File: src/rtl/core/textured_column_shader_top_assert.svh
// Assertion macros shared by the column shader files.
// Each macro expects clk and rst in scope.
`ifndef TEXTURED_COLUMN_SHADER_TOP_ASSERT_SVH
`define TEXTURED_COLUMN_SHADER_TOP_ASSERT_SVH
`ifndef SYNTHESIS
`define TCS_ASSERT_HOLDS(lbl, ante, cons) \
  lbl: assert property (@(posedge clk) disable iff (rst) (ante) |-> (cons)) \
    else $error("tcs: same-cycle check failed");
`define TCS_ASSERT_NEXT(lbl, ante, cons) \
  lbl: assert property (@(posedge clk) disable iff (rst) (ante) |=> (cons)) \
    else $error("tcs: next-cycle check failed");
`else
`define TCS_ASSERT_HOLDS(lbl, ante, cons)
`define TCS_ASSERT_NEXT(lbl, ante, cons)
`endif
`endif

File: src/rtl/core/tcs_pkg.sv
package tcs_pkg;

  // field widths
  localparam int ROW_W     = 11;
  localparam int WH_W      = 16;
  localparam int COL_W     = 6;
  localparam int ADDR_W    = 12;
  localparam int COLOR_W   = 32;
  localparam int SH_W      = 12;
  localparam int CFG_IDX_W = 2;
  // screen height up to 4095, before and after saturation
  localparam int HGT_W     = 13;
  // row - H/2 + wh/2 with sign bit
  localparam int NUM_W     = 18;
  localparam int TEX_DEPTH = 4096;

  localparam int TEX_SIZE_DEF = 64;
  localparam int MAX_ROWS_DEF = 2048;

  localparam logic [SH_W-1:0] SCREEN_HEIGHT_RST = 12'd480;

  // configuration register indexes
  localparam logic [CFG_IDX_W-1:0] CFG_SCREEN_HEIGHT = 2'd0;
  localparam logic [CFG_IDX_W-1:0] CFG_SKY_COLOR     = 2'd1;
  localparam logic [CFG_IDX_W-1:0] CFG_FLOOR_COLOR   = 2'd2;

  typedef enum logic {
    OP_WRITE = 1'b0,
    OP_SHADE = 1'b1
  } op_t;

  typedef enum logic [1:0] {
    REG_SKY   = 2'd0,
    REG_WALL  = 2'd1,
    REG_FLOOR = 2'd2,
    REG_NONE  = 2'd3
  } region_t;

  // request fields that ride alongside the texel row divider
  typedef struct packed {
    op_t                op;
    region_t            region;
    logic [COL_W-1:0]   col;
    logic [ADDR_W-1:0]  waddr;
    logic [COLOR_W-1:0] wdata;
  } side_t;

endpackage

File: src/rtl/core/tcs_texrow_div.sv
`include "textured_column_shader_top_assert.svh"

// Pipelined restoring divider: trow = min(num * TEX_SIZE / wh, TEX_SIZE-1),
// zero for negative num. One quotient bit per stage.
module tcs_texrow_div
  import tcs_pkg::*;
#(
  parameter int TEX_SIZE = TEX_SIZE_DEF
) (
  input  logic                         clk,
  input  logic                         rst,
  input  logic                         en,
  input  logic                         in_valid,
  input  side_t                        in_side,
  input  logic [NUM_W-1:0]             in_num,
  input  logic [WH_W-1:0]              in_wh,
  output logic                         out_valid,
  output side_t                        out_side,
  output logic [$clog2(TEX_SIZE)-1:0]  out_trow
);

  localparam int QB = $clog2(TEX_SIZE);

  logic [QB:0]       v;
  side_t             side [QB+1];
  logic              sat  [QB+1];
  logic [WH_W-1:0]   wh   [QB+1];
  logic [WH_W-1:0]   rem  [QB+1];
  logic [QB-1:0]     q    [QB+1];

  logic [WH_W-1:0]   rem_next [QB];
  logic [QB-1:0]     q_next   [QB];

  logic              num_neg;
  logic              num_sat;

  // range check on entry: negative clamps to zero, num >= wh saturates
  assign num_neg = in_num[NUM_W-1];
  assign num_sat = !num_neg && (in_num[NUM_W-2:0] >= (NUM_W-1)'(in_wh));

  // one restoring step per stage
  always_comb begin
    logic [WH_W:0] r2;
    logic          ge;
    for (int k = 0; k < QB; k++) begin
      r2 = {rem[k], 1'b0};
      ge = r2 >= {1'b0, wh[k]};
      rem_next[k] = ge ? WH_W'(r2 - {1'b0, wh[k]}) : r2[WH_W-1:0];
      q_next[k]   = {q[k][QB-2:0], ge};
    end
  end

  // valid bits
  always_ff @(posedge clk) begin
    if (rst) begin
      v <= '0;
    end else if (en) begin
      v <= {v[QB-1:0], in_valid};
    end
  end

  // stage data
  always_ff @(posedge clk) begin
    if (en) begin
      side[0] <= in_side;
      sat[0]  <= num_sat;
      wh[0]   <= in_wh;
      rem[0]  <= (num_neg || num_sat) ? '0 : in_num[WH_W-1:0];
      q[0]    <= '0;
      for (int k = 0; k < QB; k++) begin
        side[k+1] <= side[k];
        sat[k+1]  <= sat[k];
        wh[k+1]   <= wh[k];
        rem[k+1]  <= rem_next[k];
        q[k+1]    <= q_next[k];
      end
    end
  end

  assign out_valid = v[QB];
  assign out_side  = side[QB];
  assign out_trow  = sat[QB] ? '1 : q[QB];

  `TCS_ASSERT_HOLDS(a_wh_nonzero, v[0], wh[0] != '0)
  `TCS_ASSERT_HOLDS(a_rem_entry, v[0] && !sat[0], rem[0] < wh[0])
  `TCS_ASSERT_NEXT(a_rem_step, en && v[0] && !sat[0], rem[1] < wh[1])
  `TCS_ASSERT_HOLDS(a_rem_exit, v[QB] && !sat[QB], rem[QB] < wh[QB])

endmodule

File: config.mk
export PLATFORM = sky130hd
export DESIGN_NAME = tcs_texrow_div
export DESIGN_NICKNAME = d
export VERILOG_FILES = /design/src/rtl/core/tcs_pkg.sv /design/src/rtl/core/tcs_texrow_div.sv
export VERILOG_INCLUDE_DIRS = /design/src /design/src/rtl/core
export SDC_FILE = /design/constraint.sdc
export NUM_CORES = 1
export LEC_CHECK = 0
export ABC_AREA = 1
export BUFFER_PORTS_ARGS = -buffer_cell sky130_fd_sc_hd__buf_2
export CAP_MARGIN = 5
export CORE_MARGIN = 2
export CORE_UTILIZATION = 61
export DETAILED_ROUTE_END_ITERATION = 10
export GPL_TIMING_DRIVEN = 0
export PLACE_DENSITY = 0.8
export SLEW_MARGIN = 25
export SYNTH_ARGS = -nofsm -noshare
export SYNTH_HDL_FRONTEND = slang
export SYNTH_SLANG_ARGS = --single-unit
File: constraint.sdc
create_clock -name clk -period 2.25 [get_ports clk]
set_input_delay 0.225 -clock clk [delete_from_list [all_inputs] [get_ports clk]]
set_output_delay 0.225 -clock clk [all_outputs]
set_load 0.03 [all_outputs]
==> results_dict.tcl, run 1 <==
set metrics [dict create \
    r2r_cells 10 \
    numPortBuffers 150 \
    synth_area_um2 25500 \
    status "complete, no violations" \
    cp-startpoint "rem[0][12]" \
    ys_warn_count 0 \
    worstReg2RegStart "rem[0][12]" \
    syn2layout_area_growth_pct 20.6 \
    cts_buffer_depth 3 \
    antenna_found_initial 3 \
    dp_cells 2787 \
    crit_arrival_ps 2580 \
    hold_path_class "input pin to flop" \
    fin_crit_ps 2230 \
    grt_start_max_net_pins 105 \
    worst-setup-path-type "flop to flop" \
    max_slew_margin_pct 29.0 \
    gp_congestion 0.899 \
    hold_violations 0 \
    setup_ws_ps 22.3 \
    clock.fmax_mhz 449 \
    syn-mean-instance-area_um2 12.2 \
    synth_nets 2306 \
    cp-start-kind "flop" \
    h-tree-depth 2 \
    finalPower_mw 31.2 \
    synth-main-ff-cell "edfxtp_1" \
    grt_first_pass_wirelength_um 82200 \
    die_w_um 209 \
    p_leak_nw 13.1 \
    worstPathCellList "ha_2 -> nand2_1 -> nor3_2 -> and2_1 -> nand2_4 -> nand2_8 -> inv_6 -> buf_6 -> nand2_1 -> nand2_1" \
    grt_pass1_vias 16000 \
    maxSlewViolCount 0 \
    routed_wirelength_um 54600 \
    synth_seq_cells 598 \
    final_layout_size_suffix_gt1_share_pct 16.8 \
    place_ws_ps -454 \
    setup_viol 0 \
    grt_util_all_layers_pct 24.5 \
    die_area_um2 43500 \
    initial_core_util_pct 62.2 \
    cts_tree "built" \
    fin_cells 2997 \
    via_count 15900 \
    overflow 0 \
    die_h_um 209 \
    path_buf_inv 2 \
    path_clk_slew_ps 70 \
    cpMostUsedCell "nand2_1" \
    drc 0 \
    finalCritPeriodShare_pct 99.0 \
    clock_skew_ps 25.2 \
    crit_path_max_incr_delay_ps 440 \
    final_nets 2621 \
    synth_edf_count 591 \
    rows 74 \
    synthTopCellsByCount "602 x nand2_1, 591 x edfxtp_1, 328 x inv_1, 111 x ha_1, 98 x nand3_1" \
    synth_async_sr_flop_share_pct 0 \
    cts_num_sinks 598 \
    worstPathRequired_ps 2610 \
    end_kind "flop" \
    multi_input_area_um2 6900 \
    r2r_end "rem[1][12]" \
    yosys.area.top_type "edfxtp_1" \
    path_delay_family "simple AND/OR/NAND/NOR gates" \
    rsz0062_at_grt "yes" \
    core_area_um2 41000 \
    ios 151 \
    worst_pin_slew_ps 1060 \
    synth_area_leaders "edfxtp_1 70%, nand2_1 8.9%, ha_1 5.4%, inv_1 4.8%, nand3_1 1.9%" \
    fillCellCount 2508 \
    ir_worst_vdd_v 0.000799 \
    routed_via_density 5.31 \
    post_drt_wl_per_cell_um 18.2 \
    critical_path.max_fanout 10 \
    cap_viol_max_count 0 \
    hpwlAfterDp_um 33800 \
    crit_cells 10 \
    powerDensity_nw_per_um2 1020 \
    yosysTopAreaCellShare_pct 69.6 \
    ys_seq_area_share_pct 70.1 \
    drtIter0Drc 1316 \
    synth.distinct_cells 36 \
    clk-insertion-delay-late_ps 630 \
    r2r_setup_slack_ps 20 \
    final_core_util_pct 75.0 \
    synth_most_common_cell "nand2_1" \
    holdWs_ps 52.2 \
    netlist_instances 2099 \
    first_pass_iters 5 \
    ant_nets 0 \
    clockRootBuffer "clkbuf_16" \
    crit_end "rem[1][12]" \
    register_area_um2 17900 \
    slowest_stage "edfxtp_1" \
    cts_buffers 58 \
]
timing repair:
| item | in CTS | in global routing |
|---|---|---|
| endpoints found under the hold margin | 113 | 0 |
| gates resized for setup | 7 | 104 |
| endpoints found under the setup margin | 12 | 68 |
| hold buffers | 88 | 0 |
| pin swaps | 1 | 10 |
| buffers inserted | 1 | 11 |
| cloned | 0 | 0 |
metrics by stage:
| stage | setup TNS, ps | area, um2 |
|---|---|---|
| after global routing | -291 | 30800 |
| final | 0 | 30800 |
| after floorplan | 0 | 25500 |
| after detailed placement | -43040 | 27100 |
| after global placement | -4323370 | 26900 |
| after CTS | 0 | 30000 |
cell type report:
type	count	share of cell area (%)
inverters	335	4.13
well taps	532	2.16
plain buffers	17	0.521
repair buffers	256	6.17
diodes	2	0.0163
flip-flops and latches	598	58.2
clock buffers	75	5.19
clock inverters	34	1.23
multi-input cells	1148	22.4
worst register-to-register path, cell delays in order, from the launching register on:
cell	delay, ps
edfxtp_1	440
ha_2	430
nand2_1	120
nor3_2	150
and2_1	200
nand2_4	80
nand2_8	120
inv_6	60
buf_6	150
nand2_1	80
nand2_1	130
state kept, by name, summed over array words and instances (netlist names):
signal	flops
rem	96
side	371
v	7
sat	7
q	21
wh	96
worst min path at each step:
| stage | end | start | slack (ps) | cells after the start |
|---|---|---|---|---|
| floorplan | v[0] | rst | 290 | 1 |
| global placement | side[3][51] | side[2][51] | 400 | 0 |
| detailed placement | side[0][21] | in_side[21] | 400 | 1 |
| CTS | rem[0][14] | in_num[14] | 0.7 | 3 |
| global route | rem[0][14] | in_num[14] | 30 | 3 |
| finish | rem[0][14] | in_num[14] | 50 | 3 |
per-layer routing:
metal | track usage (%) | vias to the layer above | share of wire [%]
met4 | 12.5 | 4 | 5.2
met1 | 27.8 | 7520 | 37
met3 | 3.34 | 182 | 4.9
met5 | 0 | - | 0.053
li1 | - | 7665 | -
met2 | 45.3 | 556 | 53
kinds of logic (layout without fill, tap and decap cells):
family	after synthesis	in the layout	share of synthesized area [%]
AO/OA/AOI/OAI	84	84	1.70
XOR/XNOR	34	34	1.17
adder cells (fa/ha/maj)	116	116	5.84
buffers and inverters	353	717	5.55
flip-flops	598	598	70.1
other	0	2	0
AND/OR/NAND/NOR	914	914	15.6
power by group:
part	switching, mW	total [mW]	leakage [nW]	internal [mW]
combinational	4.30	6.94	6.30	2.64
clock	4.21	9.94	0.957	5.73
sequential	0.624	14.4	5.84	13.7
total	9.13	31.2	13.1	22.1
cells in the final DEF, fill, tap and decap left out, types with 25 or more instances in the layout:
| cell type | n |
|---|---|
| nand2_1 | 592 |
| edfxtp_1 | 591 |
| inv_1 | 328 |
| buf_2 | 151 |
| nand3_1 | 96 |
| dlygate4sd3_1 | 88 |
| nor2_1 | 77 |
| a21oi_1 | 69 |
| ha_1 | 60 |
| clkbuf_16 | 59 |
| ha_4 | 39 |
| nand4_1 | 26 |
| xor2_1 | 25 |
Note: power is estimated with default switching activity, not from simulation.
==> run 2, diff against run 1 <==
CTS_CLUSTER_DIAMETER = 150   (was not set)
PLACE_DENSITY = 0.81   (was 0.8)
==> results_dict.tcl, run 2 (same netlist as run 1, synthesis figures left out) <==
set metrics [dict create \
    status "finished, violations left" \
    violations "negative setup slack" \
    hold_path_class "input pin to flop" \
    finalCritPeriodShare_pct 100 \
    hold_violations 0 \
    place_ws_ps -577 \
    fillCellCount 2516 \
    clk-insertion-delay-late_ps 620 \
    crit_cells 11 \
    hpwlAfterDp_um 33600 \
    worstPathCellList "inv_1 -> ha_1 -> ha_1 -> nand4_1 -> nor3_2 -> nor2_2 -> nand2_4 -> inv_4 -> buf_6 -> nand2_1 -> nand2_1" \
    h-tree-depth 2 \
    drtIter0Drc 1133 \
    initial_core_util_pct 62.2 \
    grt_util_all_layers_pct 24.2 \
    multi_input_area_um2 6820 \
    r2r_cells 11 \
    grt_first_pass_wirelength_um 81100 \
    r2r_setup_slack_ps -0.4 \
    hp-start "en" \
    grt_util_met2_pct 45.5 \
    crit_path_max_incr_delay_ps 390 \
    finalPower_mw 30.7 \
    crit_arrival_ps 2610 \
    cts_tree "built" \
    overflow 0 \
    worstPathRequired_ps 2610 \
    grt_pass1_vias 16100 \
    grt_start_max_net_pins 106 \
    largest_register_ffs 371 \
    max_flop_register "side" \
    worst_pin_slew_ps 493 \
    path_clk_slew_ps 70 \
    worstReg2RegStart "wh[0][1]" \
    die_w_um 209 \
    min_to "side[3][27]" \
    numPortBuffers 150 \
    clock_skew_ps 28.6 \
    post_drt_wl_per_cell_um 17.8 \
    final_nets 2632 \
    ios 151 \
    die_area_um2 43500 \
    p_leak_nw 13.1 \
    cap_viol_max_count 0 \
    met3_usage_pct 3.08 \
    syn2layout_area_growth_pct 20.1 \
    worst-setup-path-type "flop to flop" \
    critical_path.max_fanout 10 \
    path_buf_inv 3 \
    rows 74 \
    cp-start-kind "flop" \
    ir_worst_vdd_v 0.000792 \
    ant_nets 0 \
    hold_path_depth 1 \
    final_cell_mix "594 x nand2_1, 591 x edfxtp_1, 328 x inv_1" \
    end_kind "flop" \
    max_slew_margin_pct 67.1 \
    cts_buffers 58 \
    r2r_end "rem[1][14]" \
    path_delay_family "simple AND/OR/NAND/NOR gates" \
    clock.fmax_mhz 444 \
    maxSlewViolCount 0 \
    antenna_found_initial 1 \
    via_count 16000 \
    drc 0 \
    final_core_util_pct 74.7 \
    slowest_stage "edfxtp_1" \
    cts_buffer_depth 3 \
    clockRootBuffer "clkbuf_16" \
    first_pass_iters 5 \
    register_area_um2 17900 \
    final_layout_size_suffix_gt1_share_pct 16.8 \
    setup_ws_ps -0.362 \
    powerDensity_nw_per_um2 1000 \
    grt-busiest-layer "met2" \
    cts_num_sinks 598 \
    setup_viol 1 \
    core_area_um2 41000 \
    die_h_um 209 \
    final_common_cell "nand2_1" \
    top_regs "side (371), rem (96), wh (96)" \
    gp_congestion 0.911 \
    routed_wirelength_um 53600 \
    fin_crit_ps 2250 \
    routed_via_density 5.32 \
    use_met1_pct 26.2 \
]
run 2: changes by cell type in the layout (fill, tap and decap cells not counted), moves of 3 or more:
cell and delta:
buf_4 +11, buf_8 -3, bufinv_16 -4, clkbuf_1 +4, ha_1 +3, ha_4 -5, nand2_8 -3
run 2: through the flow:
step | instances | hold WS (ps) | instance area, um2 | TNS (ps)
4_1_cts | 2981 | 48.1 | 29800 | 0
3_5_place_dp | 2787 | 403 | 27100 | -94120
6_report | 3004 | 24.0 | 30600 | -0.362
2_1_floorplan | 2099 | 294 | 25500 | 0
3_3_place_gp | 2781 | 400 | 26900 | -4328050
5_1_grt | 3004 | 29.0 | 30600 | -188
run 2: worst reg2reg max path, cell delays in order (launching register included):
cell and delay (ps):
edfxtp_1 390, inv_1 60, ha_1 330, ha_1 240, nand4_1 140, nor3_2 210
nor2_2 70, nand2_4 140, inv_4 80, buf_6 160, nand2_1 100, nand2_1 80
run 2: layout make-up:
type / instances / area share [%]
sequential: 598 / 58.4
multi-input combinational: 1149 / 22.3
timing repair buffer: 267 / 6.53
clock buffer: 78 / 5.22
inverter: 335 / 4.14
tap: 532 / 2.17
clock inverter: 28 / 0.780
buffer: 16 / 0.498
antenna: 1 / 0.00817
run 2: power breakdown:
part           switching (mW)  internal [mW]
clock                    4.11           5.23
sequential              0.607           13.7
combinational            4.37           2.65
total                    9.09           21.6
run 2: what timing repair did:
item,4_1_cts,5_1_grt
hold endpoints to repair,93,0
endpoints found under the setup margin,13,219
hold buffers,88,0
pin swaps,2,14
buffers inserted,0,22
cloned,0,2
resized for setup,6,101
run 2: how the worst max path moves through the flow:
stage | start | endpoint | slack (ps)
after floorplan | rem[1][11] | rem[2][8] | 410
after global placement | en | rem[4][1] | -7330
after detailed placement | en | wh[5][9] | -580
after CTS | rem[1][6] | rem[2][14] | 0.3
after global routing | rem[0][0] | rem[1][14] | -40
final | wh[0][1] | rem[1][14] | -0.4
run 2: layer usage:
| layer | part of all wire [%] | wire (um) |
|---|---|---|
| met1 | 37 | 19800 |
| met2 | 53 | 28500 |
| met3 | 4.4 | 2340 |
| met4 | 5.5 | 2970 |
| met5 | 0 | 0 |
